==> src/rtl/lrgd_ram.sv <==
// Generic single-port-write, single-port-read RAM with registered read.
// Standalone; no package needed.
module lrgd_ram #(
    parameter int WIDTH = 8,
    parameter int DEPTH = 64
) (
    input  logic                     i_clk,
    input  logic                     i_we,
    input  logic [$clog2(DEPTH)-1:0] i_waddr,
    input  logic [WIDTH-1:0]         i_wdata,
    input  logic [$clog2(DEPTH)-1:0] i_raddr,
    output logic [WIDTH-1:0]         o_rdata
);

    logic [WIDTH-1:0] r_mem [DEPTH];
    logic [WIDTH-1:0] r_rdata;

    always_ff @(posedge i_clk) begin
        if (i_we) begin
            r_mem[i_waddr] <= i_wdata;
        end
        r_rdata <= r_mem[i_raddr];
    end

    assign o_rdata = r_rdata;

endmodule

==> config.mk <==
export PLATFORM = sky130hd
export DESIGN_NAME = lrgd_ram
export DESIGN_NICKNAME = d
export VERILOG_FILES = /design/src/rtl/lrgd_ram.sv
export SDC_FILE = /design/constraint.sdc
export NUM_CORES = 1
export LEC_CHECK = 0
export ABC_AREA = 1
export BUFFER_PORTS_ARGS = -buffer_cell sky130_fd_sc_hd__buf_2
export CAP_MARGIN = 20
export CORE_MARGIN = 2
export CORE_UTILIZATION = 50
export CTS_BUF_LIST = sky130_fd_sc_hd__clkbuf_8
export DETAILED_ROUTE_END_ITERATION = 8
export GPL_TIMING_DRIVEN = 1
export PLACE_DENSITY = 0.76
export SLEW_MARGIN = 10
export SYNTH_ARGS = -nofsm -noshare
export SYNTH_HDL_FRONTEND = slang
export SYNTH_SLANG_ARGS = --single-unit
export TNS_END_PERCENT = 1
==> constraint.sdc <==
create_clock -name i_clk -period 5.75 [get_ports i_clk]
set_input_delay 0.8625 -clock i_clk [delete_from_list [all_inputs] [get_ports i_clk]]
set_output_delay 0.8625 -clock i_clk [all_outputs]
set_load 0.05 [all_outputs]
==> impl_metrics.json <==
{
  "synth-seq-cells": 520,
  "n_fill_cell": 3441,
  "antenna_found_initial": 5,
  "skew_ns": 0.0204,
  "ios": 30,
  "fin_ws_ns": 2.84,
  "seq_area_frac_synth_pct": 72.8,
  "grt_pass1_vias": 13700,
  "grt_pass1_wl_um": 77800,
  "end_kind": "flip-flop",
  "cpLargestDelayFamily": "buffers and inverters",
  "fp.coreArea_um2": 42000,
  "post_cts_buffers": 0,
  "initial_core_util_pct": 50.8,
  "rows": 75,
  "via_per_inst": 5.80,
  "startpoint_type": "input port",
  "grt_remaining_overflow": 0,
  "maxCapViolCount": 0,
  "nNetsFinal": 1854,
  "path_clk_slew_ns": 0.06,
  "timing.critical_path.mode_cell": "nand3_1",
  "crit_path_max_fanout": 69,
  "worst-setup-path-type": "input port to flip-flop",
  "worstReg2RegStart": "r_mem[57][6]",
  "fin_setup_tns_ns": 0,
  "wl_per_cell_um": 20.8,
  "grt_max_degree": 125,
  "die-area_um2": 44300,
  "clockBufferDepth": 3,
  "layout-drive-gt1-share_pct": 8.65,
  "drt_pass1_iterations": 5,
  "critPathBufInv": 3,
  "worstHoldPathType": "input port to flip-flop",
  "finalHoldViolCount": 0,
  "synth_cells": 1805,
  "post-route-drc-count": 0,
  "h-tree-depth": 3,
  "crit_path_top_delay_cell": "inv_4",
  "hold_path_depth": 3,
  "synth.distinct_cells": 16,
  "grt_usage_pct": 23.0,
  "fin_crit_sh_pct": 50.7,
  "power.total_uw": 7510,
  "min_to": "o_rdata[6]",
  "hp-start": "i_raddr[5]",
  "clock_latency_ns": 0.64,
  "gp_congestion": 0.865,
  "crit_arrival_ns": 3.43,
  "r2r-end": "o_rdata[6]",
  "r2r_slack_ns": 4.34,
  "numCtsBuffers": 83,
  "synth_area_per_cell_um2": 11.8,
  "synth_area_um2": 21300,
  "portBuffers": 29,
  "p_per_area_nw_per_um2": 326,
  "ctsResizeCount": 0,
  "die_h_um": 211,
  "ant_nets": 0,
  "max_freq_ghz": 0.343,
  "rsz0062_at_grt": "no",
  "leakage_uw": 0.00838,
  "ys_warn_count": 0,
  "vias": 14100,
  "cpPeakStageDelay_ns": 0.76,
  "syn_nets": 1827,
  "required_ns": 6.26,
  "layout_min_cycle_time_ns": 2.91,
  "crit_chain": "buf_4 -> inv_4 -> buf_4 -> nand3_1 -> nand3_1 -> nand2_1 -> nand2_1 -> nand3_1 -> nand3_1 -> nand2_1",
  "syn2layout_area_growth_pct": 8.06,
  "pre_cts_ws_ns": 2.30,
  "drt_iter0_drc": 1889,
  "hold_buffers": 0,
  "tightest_slew_ns": 1.03,
  "relSlewSlack_pct": 31.2,
  "r2r_cells": 8,
  "dieWidth_um": 211,
  "routed_wl_um": 50700,
  "drv_slew": 0,
  "peakVddDrop_mv": 0.166,
  "setup_viol": 0,
  "cts_sinks": 520,
  "cts-root-buf": "clkbuf_8",
  "dp_hpwl_um": 27900,
  "status": "finished clean",
  "cts_tree": "built"
}
-- per-layer routing --
metal / part of all wire [%] / track usage (%) / vias up
li1: - / - / 6419
met1: 41 / 31.8 / 6805
met2: 46 / 35.8 / 776
met3: 9.8 / 5.24 / 135
met4: 3.3 / 9.15 / 4
met5: 0.057 / 0 / -
-- cells in the mapped netlist --
| library cell | n | area (um^2) |
|---|---|---|
| buf_2 | 37 | 185 |
| nand4_1 | 9 | 56.3 |
| buf_1 | 10 | 37.5 |
| edfxtp_1 | 512 | 15400 |
| inv_1 | 10 | 37.5 |
| nor4_1 | 8 | 50.1 |
| inv_2 | 1 | 3.75 |
| nand2_1 | 648 | 2430 |
| nor2_1 | 56 | 210 |
| buf_4 | 14 | 105 |
| buf_6 | 35 | 394 |
| dfxtp_1 | 8 | 160 |
| buf_8 | 2 | 30.0 |
| clkbuf_1 | 15 | 56.3 |
| inv_6 | 1 | 8.76 |
| nand3_1 | 439 | 2200 |
-- flip-flops by register name, summed over array words and instances (netlist names) --
name,flops
r_mem,512
o_rdata,8
-- cell usage in the layout, fill, tap and decap left out, drive strengths merged --
cell      Yosys  layout
nor2         56      56
inv          12      45
clkbuf       15      85
nor4          8       8
clkinv        0      26
nand4         9       9
clkinvlp      0       4
edfxtp      512     512
diode         0       3
nand3       439     439
buf          98      55
nand2       648     648
dfxtp         8       8
-- logic make-up after synthesis --
group,count (synthesis),share of synthesized area (%)
buffers and inverters,125,4.02
DFF,520,72.8
and+or+nand+nor,1160,23.2
-- layout make-up --
cell class | count | area, um^2 | area share [%]
inverters | 12 | 52.6 | 0.228
multi-input cells | 1160 | 4950 | 21.4
well taps | 539 | 674 | 2.92
clock buffers | 85 | 1170 | 5.07
flip-flops and latches | 520 | 15500 | 67.4
diodes | 3 | 7.51 | 0.0326
clock inverters | 63 | 280 | 1.22
repair buffers | 55 | 394 | 1.71
-- where the power goes --
part           switching, uW  total (uW)  leakage, uW  internal, uW
combinational            375         489      0.00284           114
sequential              15.2        4210      0.00467          4200
clock                   1430        2810     0.000862          1380
-- worst reg2reg max path, cell delays in order, from the launching register on --
cell and delay, ns:
edfxtp_1 0.36, nand2_1 0.07, nand3_1 0.09, nand3_1 0.15, nand2_1 0.08, nand2_1 0.15
nand3_1 0.20, nand3_1 0.15, nand2_1 0.05
-- worst max-delay path by stage --
stage / to / cells after the start / slack, ns / from
after floorplan: r_mem[48][0] / 3 / 3.12 / i_we
after global placement: o_rdata[6] / 10 / 2.33 / i_raddr[1]
after detailed placement: o_rdata[0] / 10 / 2.30 / i_raddr[1]
after CTS: o_rdata[0] / 10 / 2.96 / i_raddr[1]
after global routing: o_rdata[0] / 10 / 2.69 / i_raddr[1]
final: o_rdata[0] / 10 / 2.84 / i_raddr[1]
-- per-stage QoR --
step	instance area (um^2)	std cells	hold WS, ns	util (%)
floorplan	21300	1805	0.722	-
global placement	21600	2284	0.766	51.3
detailed placement	21600	2284	0.786	51.3
CTS	23000	2432	0.576	54.7
global route	23100	2435	0.597	54.8
finish	23100	2437	0.613	54.9
Power figures use the tool's default switching activity.
