<file path="config.mk">
export PLATFORM = sky130hd
export DESIGN_NAME = lrgd_div
export DESIGN_NICKNAME = d
export VERILOG_FILES = /design/src/rtl/lrgd_pkg.sv /design/src/rtl/lrgd_div.sv
export SDC_FILE = /design/constraint.sdc
export NUM_CORES = 1
export LEC_CHECK = 0
export ABC_AREA = 1
export BUFFER_PORTS_ARGS = -buffer_cell sky130_fd_sc_hd__buf_2
export CAP_MARGIN = 20
export CORE_MARGIN = 2
export CORE_UTILIZATION = 45
export CTS_CLUSTER_SIZE = 24
export DETAILED_ROUTE_END_ITERATION = 16
export GPL_ROUTABILITY_DRIVEN = 0
export PLACE_DENSITY = 0.75
export SYNTH_ARGS = -nofsm -noshare
export SYNTH_HDL_FRONTEND = slang
export SYNTH_SLANG_ARGS = --single-unit
export TNS_END_PERCENT = 50
</file>
<file path="constraint.sdc">
create_clock -name i_clk -period 6.1 [get_ports i_clk]
set_input_delay 1.22 -clock i_clk [delete_from_list [all_inputs] [get_ports i_clk]]
set_output_delay 1.22 -clock i_clk [all_outputs]
set_load 0.005 [all_outputs]
</file>
<file path="src/rtl/lrgd_pkg.sv">
// Package for the linear regression gradient descent block.
// Widths, codes, state types and saturating helpers; depends on nothing.
package lrgd_pkg;

    localparam int MAX_POINTS = 64;
    localparam int FRAC_BITS  = 16;

    localparam int ADDR_W  = (MAX_POINTS > 1) ? $clog2(MAX_POINTS) : 1;
    localparam int CNT_W   = $clog2(MAX_POINTS + 1);
    localparam int DIV_W   = CNT_W + 1;
    localparam int FUNC_W  = 2;
    localparam int STAT_W  = 2;
    localparam int X_W     = 16;
    localparam int Y_W     = 24;
    localparam int W_W     = 48;
    localparam int LR_W    = 32;
    localparam int IT_W    = 20;
    localparam int ACC_W   = 64;
    localparam int COST_W  = 63;
    localparam int SUM_W   = ACC_W + 2;
    localparam int PA_W    = W_W + X_W + 1;
    localparam int ERR_W   = ((W_W > Y_W + FRAC_BITS) ? W_W : Y_W + FRAC_BITS) + 2;
    localparam int MAG_W   = ERR_W - 1;
    localparam int H_W     = (MAG_W + 1) / 2;
    localparam int SQ_W    = 4 * H_W;
    localparam int SQX_W   = ((SQ_W > 2 * FRAC_BITS + COST_W) ? SQ_W
                             : 2 * FRAC_BITS + COST_W) + 1;
    localparam int EX_W    = MAG_W + X_W;
    localparam int DCNT_W  = $clog2(ACC_W);
    localparam int CFG_IDX_W = 1;
    localparam int CFG_W   = 32;
    localparam int PT_W    = X_W + Y_W;

    localparam logic [FUNC_W-1:0] FUNC_APPEND  = 2'd0;
    localparam logic [FUNC_W-1:0] FUNC_TRAIN   = 2'd1;
    localparam logic [FUNC_W-1:0] FUNC_PREDICT = 2'd2;

    localparam logic [STAT_W-1:0] STAT_OK    = 2'd0;
    localparam logic [STAT_W-1:0] STAT_EMPTY = 2'd1;
    localparam logic [STAT_W-1:0] STAT_FULL  = 2'd2;

    localparam logic [CFG_IDX_W-1:0] CFG_LEARNING_RATE   = 1'd0;
    localparam logic [CFG_IDX_W-1:0] CFG_ITERATION_COUNT = 1'd1;

    localparam logic [LR_W-1:0] LR_RESET   = 32'd171799;
    localparam logic [IT_W-1:0] ITER_RESET = 20'd500000;

    localparam logic [ACC_W-1:0] ACC_MAX = {1'b0, {(ACC_W-1){1'b1}}};
    localparam logic signed [ACC_W:0] ACC_HI = {2'b00, {(ACC_W-1){1'b1}}};
    localparam logic signed [ACC_W:0] ACC_LO = -ACC_HI;
    localparam logic signed [SUM_W-1:0] W_HI = {{(SUM_W-W_W+1){1'b0}}, {(W_W-1){1'b1}}};
    localparam logic signed [SUM_W-1:0] W_LO = ~W_HI;

    typedef enum logic [2:0] {
        S_IDLE,
        S_PASS,
        S_DIV,
        S_STEP,
        S_PRED,
        S_DONE
    } t_state;

    typedef enum logic [1:0] {
        K_DROP,
        K_EMPTY,
        K_TRAIN,
        K_PRED
    } t_kind;

    // accumulated sums of one pass over the stored points
    typedef struct packed {
        logic signed [ACC_W-1:0] gw;
        logic signed [ACC_W-1:0] gb;
        logic [ACC_W-1:0]        sum;
        logic                    sat;
    } t_pass_res;

    // saturating add, both operands within +-(2^63-1)
    function automatic logic signed [ACC_W-1:0] sadd(input logic signed [ACC_W-1:0] a,
                                                     input logic signed [ACC_W-1:0] b);
        logic signed [ACC_W:0] s;
        s = {a[ACC_W-1], a} + {b[ACC_W-1], b};
        if (s > ACC_HI) begin
            return ACC_HI[ACC_W-1:0];
        end
        if (s < ACC_LO) begin
            return ACC_LO[ACC_W-1:0];
        end
        return s[ACC_W-1:0];
    endfunction

    // clamp to the signed 48-bit weight range
    function automatic logic signed [W_W-1:0] sat_w(input logic signed [SUM_W-1:0] v);
        if (v > W_HI) begin
            return W_HI[W_W-1:0];
        end
        if (v < W_LO) begin
            return W_LO[W_W-1:0];
        end
        return v[W_W-1:0];
    endfunction

endpackage

</file>
<file path="src/rtl/lrgd_div.sv">
// Restoring unsigned divider, one quotient bit per cycle.
// Depends on lrgd_pkg for widths.
module lrgd_div import lrgd_pkg::*; (
    input  logic             i_clk,
    input  logic             i_rst_n,
    input  logic             i_start,
    input  logic [ACC_W-1:0] i_dividend,
    input  logic [DIV_W-1:0] i_divisor,
    output logic             o_done,
    output logic [ACC_W-1:0] o_quotient
);

    logic [ACC_W-1:0]  r_quo;
    logic [DIV_W-1:0]  r_rem;
    logic [DCNT_W-1:0] r_cnt;
    logic              r_busy;
    logic              r_done;
    logic [DIV_W:0]    sh;
    logic [DIV_W:0]    diff;
    logic              ge;

    always_comb begin
        sh   = {r_rem, r_quo[ACC_W-1]};
        ge   = sh >= {1'b0, i_divisor};
        diff = sh - {1'b0, i_divisor};
    end

    always_ff @(posedge i_clk) begin
        if (!i_rst_n) begin
            r_busy <= 1'b0;
            r_done <= 1'b0;
        end else begin
            r_done <= 1'b0;
            if (i_start) begin
                r_busy <= 1'b1;
                r_cnt  <= '0;
                r_rem  <= '0;
                r_quo  <= i_dividend;
            end else if (r_busy) begin
                r_rem <= ge ? diff[DIV_W-1:0] : sh[DIV_W-1:0];
                r_quo <= {r_quo[ACC_W-2:0], ge};
                r_cnt <= r_cnt + 1'b1;
                if (r_cnt == DCNT_W'(ACC_W - 1)) begin
                    r_busy <= 1'b0;
                    r_done <= 1'b1;
                end
            end
        end
    end

    assign o_done     = r_done;
    assign o_quotient = r_quo;

endmodule

</file>
==> key figures, run 1 <==
Route
  – Routed vias/inst: 4.71
  – DRT Wirelength: 8520 um
  – DR WL/cell: 12.5 um
  – Antenna Nets Post-Route: 0
  – DR pass1 iterations: 4
  – Vias after detailed routing: 3,219
  – Drt drc: 0
  – Number of DRC markers in iteration 0: roughly 250

Logic synthesis
  – Synth warnings: 0
  – Gate count of the mapped netlist: 435
  – Unique masters post-synth: 30
  – Synthesized area: about 4000 sq um
  – Sequential area share after synthesis: 0.598
  – Yosys reg bits: 80
  – Syn Nets: 520
  – Syn Area/Cell: 9.15 sq um

Pwr
  – Overall power: around 1.2 mW
  – Lkg Pwr: 2.48 nW
  – Peak supply drop: 137 uV
  – PD cells: 251 nW/um^2

Clock network
  – Total clock sinks: 80
  – Clk root buf: clkbuf_8
  – Maximum buffer depth of the clock tree: 2
  – Post-cts resize count: 0
  – CTS clk-pin slew, worst paths: 80 ps
  – Htree depth: 3
  – CTS Buf Count: 9
  – Hold buffers post-CTS: 0
  – Skew-Pair Late Insertion Delay: roughly 350 ps
  – # Post-CTS Setup Buffers: 0
  – CTS tree: done

Die
  – Number of I/O pins: 140
  – Full die area: 9620 sq um
  – Die H: 98.1 um
  – Initial Utilization: 0.461
  – Number of placement rows: 34
  – Core area: 8640 sq um
  – Die X-Extent: about 98 um

Setup path
  – Cell at the slowest stage of the critical path: buf_4
  – Reg2reg setup slack: 4210 ps
  – Crit path from: i_start
  – Largest stage delay, worst path: 770 ps
  – Worst endpoint data arrival time: 3060 ps
  – Worst-path fanout max: about 70
  – Setup CP Type: primary input to flip-flop
  – Crit path capture type: flip-flop
  – Crit path top cell by count: buf_4
  – CP Cell Sequence: buf_2 > buf_4 > inv_2 > a21oi_4 > buf_4
  – Reg-to-Reg End: r_rem[1]$_SDFFCE_PP0P_
  – Reg2reg path depth: 8
  – Startpoint types: primary input
  – Worst path required time: 6070 ps
  – CP endpoint: o_quotient[38]$_DFFE_PP_
  – Worst r2r src: r_rem[5]$_SDFFCE_PP0P_

Hold path
  – Type of the tightest min-delay check: flip-flop to flip-flop

Timing
  – Fin. Hold Viols: 0
  – Tmin final: 3090 ps
  – Final setup vio count: 0
  – Tcrit/Tclk final: 0.506
  – Fmax: 0.324 GHz
  – Setup_tns: 0 ps
  – Least-Margin Pin Slew: 908 ps
  – Clk_skew: 14.5 ps
  – Final Max Tran Viols: 0
  – RSZ-0062 raised after global routing: false
  – Worst slew margin: 0.395

GRT
  – First-pass GRT wire length: 13,700 um
  – Met3 GRT Util: 0.0394
  – Global Route Usage Sum: 0.176
  – Number of global-route vias before repair: 3,014
  – Initial antenna violation count: 0
  – Total gr overflow: 0
  – Met2 Use GR: 0.271
  – Maximum number of pins on one net before global-route repair: 74
  – GR Layer Usage met1: 0.244
  – GR peak layer: met2

Final layout
  – Layout Nets: about 660
  – Layout area overhead: 24.0%
  – Layout cell share with drive strength beyond 1: 0.314
  – # diodes: 0

Status
  – Run status: finished clean

Placement
  – DP Wirelength: roughly 6000 um
  – I/O Buffers: between 100 and 150

Run
  – MaxCap Viol Count: 0
==> cells by family after synthesis <==
logic type,synth area share
xor+xnor,0.00880
compound gates,0.0145
fa+ha+maj,0.0333
buf+inv,0.0528
flops,0.598
simple gates,0.292
==> synthesized netlist by cell type <==
cell type  number  area [sq um]
a21oi_1         7          35.0
buf_2           9          45.0
buf_8           1          15.0
clkbuf_1        7          26.3
clkinv_1        1          3.75
dfxtp_1         2          40.0
edfxtp_1       78          2340
fa_1            1          20.0
ha_1            9           113
inv_1          30           113
inv_2           2          7.51
nand2_1       228           856
nand2_2         6          37.5
nand2_4         2          22.5
nand3_1         7          35.0
nand3_2         1          10.0
nand3b_1        3          22.5
nand4_1         2          12.5
nor2_1         18          67.6
nor2_2          5          31.3
nor2_4          3          33.8
nor3_1          2          10.0
nor3_2          1          10.0
nor4_1          1          6.26
o21a_1          1          7.51
o21ai_0         2          10.0
o21ai_1         1          5.00
or2_4           1          8.76
xnor2_1         2          17.5
xor2_1          2          17.5
==> worst min path at each step <==
stage	from	endpoint	slack, ps	cells past startpoint
final	r_busy$_SDFF_PN0_	o_done$_SDFF_PP0_	510	2
after CTS	r_busy$_SDFF_PN0_	o_done$_SDFF_PP0_	520	2
after detailed placement	r_busy$_SDFF_PN0_	o_done$_SDFF_PP0_	510	2
after global placement	r_busy$_SDFF_PN0_	o_done$_SDFF_PP0_	500	2
after floorplan	r_busy$_SDFF_PN0_	o_done$_SDFF_PP0_	420	2
after global routing	r_busy$_SDFF_PN0_	o_done$_SDFF_PP0_	550	2
==> report_power, final <==
part | total [mW] | internal, mW | switching, mW
logic | 0.208 | 0.0860 | 0.122
registers | 0.676 | 0.654 | 0.0220
clock network | 0.356 | 0.153 | 0.204
==> cell type report <==
class | count | area (sq um)
timing repair buffer | 142 | 718
tap | 108 | 135
clock inverter | 7 | 55.1
clock buffer | 9 | 124
inverter | 33 | 124
sequential | 80 | 2380
fill | 777 | 3700
multi-input combinational | 305 | 1400
==> critical path: cells and delay by family <==
kind	cells	cell delay, ps
AOI/OAI and AO/OA	1	280
buffers and inverters	4	1500
==> registers in the layout, summed over array words and instances, names as in the netlist <==
signal	count
o_done	1
o_quotient	64
r_busy	1
r_cnt	6
r_rem	8
==> cell usage in the layout, fill, tap and decap left out, types with 5 or more instances in the layout <==
cell type / netlist / routed
nor2_2: 5 / 5
nor2_1: 18 / 18
nand2_1: 228 / 228
buf_2: 9 / 139
a21oi_1: 7 / 6
inv_1: 30 / 29
ha_1: 9 / 9
nand2_2: 6 / 6
nand3_1: 7 / 7
edfxtp_1: 78 / 78
clkbuf_8: 0 / 9
==> metrics by stage <==
step	hold WS (ps)	setup slack (ps)	cells	instance area, sq um	util
finish	512	3010	684	4940	0.572
global route	549	2840	684	4940	0.572
CTS	519	3010	684	4940	0.572
detailed placement	508	2630	668	4760	0.551
global placement	500	2680	668	4760	0.551
floorplan	422	160	435	3980	-
==> metal layers <==
metal / routed length, um / up-vias
li1: - / 1654
met1: 3890 / 1451
met2: 4050 / 105
met3: 499 / 9
met4: 85 / 0
met5: 0 / -
Power figures use the tool's default switching activity.
==> inputs of run 2 (changes only) <==
PLACE_DENSITY = 0.72   (was 0.75)
clock period = 2.88 ns   (was 6.1 ns; I/O delays follow)
==> key figures, run 2 (synthesized netlist as in run 1, its figures left out) <==
Timing
  – Setup_tns: 0 ps (unchanged)
  – Worst slew margin: 0.534 (was 0.395)
  – Tmin final: 1850 ps
  – Fin. Hold Viols: 0 (unchanged)
  – Fmax: 0.540 GHz
  – Final setup vio count: 0 (unchanged)
  – Setup ws final: 1030 ps (was 3010 ps)
  – Least-Margin Pin Slew: 700 ps (was 908 ps)
  – Tcrit/Tclk final: 0.644
  – Clk_skew: 18.5 ps (was 14.5 ps)
  – Final Max Tran Viols: 0 (unchanged)
  – RSZ-0062 raised after global routing: false (unchanged)

Setup path
  – Setup CP Type: flip-flop to flip-flop (was primary input to flip-flop)
  – Crit path capture type: flip-flop (unchanged)
  – Worst-path fanout max: 3 (was 72)
  – Startpoint types: flip-flop (was primary input)
  – Worst endpoint data arrival time: 1920 ps (was 3060 ps)
  – Worst path required time: 2950 ps (was 6070 ps)

Clock network
  – Post-cts resize count: 0 (unchanged)
  – Skew-Pair Late Insertion Delay: 340 ps (was 350 ps)
  – CTS Buf Count: 9 (unchanged)
  – Clk root buf: clkbuf_8 (unchanged)
  – Htree depth: 3 (unchanged)
  – Maximum buffer depth of the clock tree: 2 (unchanged)
  – # Post-CTS Setup Buffers: 0 (unchanged)
  – CTS clk-pin slew, worst paths: 90 ps (was 80 ps)
  – Hold buffers post-CTS: 0 (unchanged)
  – CTS tree: done (unchanged)
  – Total clock sinks: 80 (unchanged)

Final layout
  – Layout area overhead: 25.3% (was 24.0%)
  – Layout Nets: 657 (was 656)
  – Most frequent cells in the layout: 228 x nand2_1, 139 x buf_2, 78 x edfxtp_1 (unchanged)
  – Max FFs per register: 64 (unchanged)
  – # diodes: 0 (unchanged)
  – Multi-input combinational cell area: 1400 sq um (unchanged)
  – Finished layout cell area: 4990 sq um (was 4940 sq um)
  – Sequential Area: 2380 sq um (unchanged)
  – Commonest non-fill, non-tap cell in the layout: nand2_1 (unchanged)
  – Layout cell share with drive strength beyond 1: 0.312 (was 0.314)
  – Fillers: 810 (was 777)
  – Fin util: 0.578 (was 0.572)

Status
  – Run status: finished clean (unchanged)

Die
  – Number of I/O pins: 140 (unchanged)
  – Die H: 98.1 um (unchanged)
  – Die X-Extent: 98.1 um (unchanged)
  – Core area: 8640 sq um (unchanged)
  – Number of placement rows: 34 (unchanged)
  – Full die area: 9620 sq um (unchanged)
  – Initial Utilization: 0.461 (unchanged)

Pwr
  – Internal Pwr Total: 2.06 mW (was 0.893 mW)
  – PD cells: 559 nW/um^2 (was 251 nW/um^2)
  – Combinational share of power: 0.160 (was 0.168)
  – Clock power share: 0.328 (was 0.287)
  – Lkg Pwr: 2.51 nW (was 2.48 nW)
  – P_sw: 0.724 mW (was 0.348 mW)
  – Switching Fraction: 0.260 (was 0.281)
  – Overall power: 2.79 mW (was 1.24 mW)
  – Peak supply drop: 304 uV (was 137 uV)
  – Sequential share of power: 0.513 (was 0.545)

GRT
  – Maximum number of pins on one net before global-route repair: 74 (unchanged)
  – Global Route Usage Sum: 0.181 (was 0.176)
  – Number of global-route vias before repair: 3,164 (was 3,014)
  – First-pass GRT wire length: 14,200 um (was 13,700 um)
  – Initial antenna violation count: 0 (unchanged)
  – Total gr overflow: 0 (unchanged)

Route
  – Antenna Nets Post-Route: 0 (unchanged)
  – Vias after detailed routing: 3,209 (was 3,219)
  – Number of DRC markers in iteration 0: 156 (was 251)
  – DR pass1 iterations: 4 (unchanged)
  – Routed vias/inst: 4.68 (was 4.71)
  – DRT Wirelength: 8500 um (was 8520 um)
  – DR WL/cell: 12.4 um (was 12.5 um)
  – Drt drc: 0 (unchanged)

Placement
  – DP Wirelength: 5990 um (was 5930 um)
  – Pre-CTS WS: 772 ps (was 2630 ps)
  – Placed cell areas: 4770 sq um (was 4760 sq um)
  – I/O Buffers: 139 (unchanged)

Hold path
  – Type of the tightest min-delay check: primary input to flip-flop (was flip-flop to flip-flop)

Run
  – MaxCap Viol Count: 0 (unchanged)
==> run 2: power groups by stage <==
| stage | sequential, mW | combinational [mW] | clock [mW] |
|---|---|---|---|
| finish | 1.43 | 0.445 | 0.913 |
| global route | 1.44 | 0.512 | 0.982 |
| CTS | 1.43 | 0.451 | 0.940 |
| detailed placement | 1.45 | 0.451 | 0 |
| global placement | 1.45 | 0.437 | 0 |
| floorplan | 1.45 | 0.283 | 0 |
==> run 2: metrics by stage <==
stage,std cells,hold slack [ps]
floorplan,435,482
global placement,669,490
detailed placement,669,520
CTS,685,477
global route,685,481
finish,685,494
==> run 2: final timing paths <==
path	start	endpoint	slack, ps	cells after the start
max	r_rem[1]$_SDFFCE_PP0P_	o_quotient[0]$_DFFE_PP_	1030	6
min	i_dividend[30]	o_quotient[30]$_DFFE_PP_	490	3
max reg2reg	r_rem[1]$_SDFFCE_PP0P_	o_quotient[0]$_DFFE_PP_	1030	6
min reg2reg	r_busy$_SDFF_PN0_	o_done$_SDFF_PP0_	530	2
==> run 2: per-layer routing <==
layer,part of all wire,GRT usage
met1,0.45,0.232
met5,0,0
met4,0.0091,0.0588
met3,0.069,0.0501
met2,0.48,0.298
==> run 2: cell type report <==
type	count	area share
clock buffer	10	0.0256
clock inverter	6	0.0186
inverter	33	0.0248
multi-input combinational	305	0.281
sequential	80	0.478
tap	108	0.0271
timing repair buffer	143	0.146
==> run 2: worst max-delay path, cell delays in order (launching register included) <==
cell and delay [ps]:
edfxtp_1 430, ha_1 340, or2_4 260, nand3_2 100, nand2_2 90, a21oi_1 280, o21ai_1 100
==> inputs of run 3 (changes only) <==
clock period = 1.9 ns   (was 2.88 ns; I/O delays follow)
==> key figures, run 3 (synthesized netlist as in run 1, its figures left out) <==
Clock network
  – Skew-Pair Late Insertion Delay: 340 ps (about the same)
  – CTS tree: done (unchanged)
  – Clk root buf: clkbuf_8 (unchanged)
  – Htree depth: 3 (unchanged)
  – CTS clk-pin slew, worst paths: 90 ps (about the same)
  – Total clock sinks: 80 (unchanged)
  – Maximum buffer depth of the clock tree: 2 (unchanged)
  – CTS Buf Count: 9 (unchanged)

Placement
  – I/O Buffers: 139 (unchanged)
  – Cell count after placement: 669 (unchanged)
  – Placed cell areas: 4820 sq um (was 4770 sq um)
  – DP Wirelength: 5980 um (was 5990 um)

Route
  – DRT Wirelength: 8760 um (was 8500 um)
  – Antenna Nets Post-Route: 0 (unchanged)
  – Drt drc: 0 (unchanged)
  – Vias after detailed routing: 3,243 (was 3,209)
  – Number of DRC markers in iteration 0: 125 (was 156)
  – DR WL/cell: 12.7 um (was 12.4 um)
  – Routed vias/inst: 4.72 (was 4.68)
  – DR pass1 iterations: 5 (was 4)

Final layout
  – Layout cell share with drive strength beyond 1: 0.330 (was 0.312)
  – Layout Nets: 659 (was 657)
  – Most frequent cells in the layout: 228 x nand2_1, 139 x buf_2, 78 x edfxtp_1 (unchanged)
  – Layout area overhead: 28.4% (was 25.3%)
  – Max FFs per register: 64 (unchanged)
  – # diodes: 0 (unchanged)
  – Commonest non-fill, non-tap cell in the layout: nand2_1 (unchanged)
  – Finished Layout Cells: 687 (was 685)
  – Finished layout cell area: 5110 sq um (was 4990 sq um)
  – Fillers: 779 (was 810)

Die
  – Die H: 98.1 um (unchanged)
  – Full die area: 9620 sq um (unchanged)
  – Core area: 8640 sq um (unchanged)
  – Number of placement rows: 34 (unchanged)
  – Initial Utilization: 0.461 (unchanged)
  – Die X-Extent: 98.1 um (unchanged)
  – Number of I/O pins: 140 (unchanged)

Timing
  – Tcrit/Tclk final: 0.961 (was 0.644)
  – Least-Margin Pin Slew: 323 ps (was 700 ps)
  – RSZ-0062 raised after global routing: false (unchanged)
  – Final setup vio count: 0 (unchanged)
  – Final Max Tran Viols: 0 (unchanged)
  – Clk_skew: 14.6 ps (was 18.5 ps)
  – Fmax: 0.548 GHz (was 0.540 GHz)
  – Worst slew margin: 0.784 (was 0.534)
  – Tmin final: 1830 ps (was 1850 ps)
  – Fin. Hold Viols: 0 (unchanged)

GRT
  – Global Route Usage Sum: 0.180 (was 0.181)
  – First-pass GRT wire length: 14,000 um (was 14,200 um)
  – Initial antenna violation count: 0 (unchanged)
  – Number of global-route vias before repair: 3,030 (was 3,164)
  – Total gr overflow: 0 (unchanged)
  – Maximum number of pins on one net before global-route repair: 74 (unchanged)

Setup path
  – Cell at the slowest stage of the critical path: edfxtp_1 (unchanged)
  – Reg2reg path depth: 8 (was 6)
  – Crit path top cell by count: nand2_1
  – Worst path required time: 2000 ps (was 2950 ps)
  – Worst r2r src: r_rem[4]$_SDFFCE_PP0P_ (was r_rem[1]$_SDFFCE_PP0P_)
  – Reg-to-Reg End: r_rem[0]$_SDFFCE_PP0P_ (was o_quotient[0]$_DFFE_PP_)
  – Largest stage delay, worst path: 460 ps (was 430 ps)
  – Worst endpoint data arrival time: 1930 ps (was 1920 ps)
  – Setup CP Type: flip-flop to flip-flop (unchanged)
  – Reg2reg setup slack: 70 ps (was 1030 ps)
  – Crit path capture type: flip-flop (unchanged)
  – CP Cell Sequence: ha_4 > nand2_1 > nor3_2 > nand2_4 > nand2_8 > nand2_1 > nand2_1 > nor2_2 (was ha_1 > or2_4 > nand3_2 > nand2_2 > a21oi_1 > o21ai_1)
  – Startpoint types: flip-flop (unchanged)
  – Worst-path fanout max: 11 (was 3)

Hold path
  – WHS Endpoint: o_quotient[28]$_DFFE_PP_ (was o_quotient[30]$_DFFE_PP_)
  – Hold Path Cell Cnt: 3 (unchanged)
  – Worst hold start: i_dividend[28] (was i_dividend[30])
  – Type of the tightest min-delay check: primary input to flip-flop (unchanged)

Status
  – Run status: finished clean (unchanged)

Pwr
  – PD cells: 816 nW/um^2 (was 559 nW/um^2)
  – Lkg Pwr: 2.52 nW (was 2.51 nW)
  – Peak supply drop: 390 uV (was 304 uV)

Run
  – MaxCap Viol Count: 0 (unchanged)
[run 3: cell count changes in the layout (fill, tap and decap cells not counted), moves of 2 or more]
cell and delta:
buf_12 +4, clkinvlp_4 +2, ha_4 +5, ha_1 -5, buf_4 -2
[run 3: per-layer routing]
metal,vias up,part of all wire,track usage
li1,1666,-,-
met1,1473,0.45,0.242
met2,100,0.48,0.283
met3,4,0.069,0.0472
met4,0,0.0077,0.0630
met5,-,0,0
[run 3: layout make-up]
cell class / count / area [sq um] / area share
clock buffer: 9 / 124 / 0.0242
clock inverter: 7 / 78.8 / 0.0154
inverter: 33 / 124 / 0.0242
multi-input combinational: 305 / 1480 / 0.289
sequential: 80 / 2380 / 0.466
tap: 108 / 135 / 0.0264
timing repair buffer: 145 / 791 / 0.155
[run 3: metrics by stage]
stage / total power, mW / hold WS [ps] / TNS (ps) / util / setup slack (ps)
after floorplan: 2.64 / 475 / -37270 / - / -473
after global placement: 2.88 / 486 / 0 / 0.558 / 3.87
after detailed placement: 2.90 / 505 / -16.5 / 0.558 / -16.5
after CTS: 4.18 / 277 / 0 / 0.581 / 46.1
after global routing: 4.40 / 276 / 0 / 0.592 / 3.56
final: 4.17 / 298 / 0 / 0.592 / 74.4
[run 3: worst max-delay path by stage]
stage,depth (start not counted),end,slack (ps),start
floorplan,4,o_quotient[0]$_DFFE_PP_,-470,i_start
global placement,8,o_quotient[0]$_DFFE_PP_,4,i_divisor[2]
detailed placement,11,o_quotient[0]$_DFFE_PP_,-20,i_divisor[6]
CTS,10,r_rem[0]$_SDFFCE_PP0P_,50,r_rem[4]$_SDFFCE_PP0P_
global route,10,r_rem[0]$_SDFFCE_PP0P_,4,r_rem[2]$_SDFFCE_PP0P_
finish,8,r_rem[0]$_SDFFCE_PP0P_,70,r_rem[4]$_SDFFCE_PP0P_
[run 3: critical path, delay by kind of cell (launching register included)]
family	cells	cell delay (ps)
flops	1	460
simple gates	7	800
fa+ha+maj	1	330
[run 3: what timing repair did]
item                                    4_1_cts  5_1_grt
hold endpoints to repair                      0        0
buffers inserted                              0        2
gates resized for setup                       0        8
endpoints found under the setup margin        0        9
hold buffers                                  0        0
[run 3: report_power, final]
part,switching [mW],leakage [nW],internal (mW)
Clock,0.652,0.0977,0.621
Sequential,0.0694,0.769,2.10
Combinational,0.414,1.65,0.318
Total,1.13,2.52,3.04
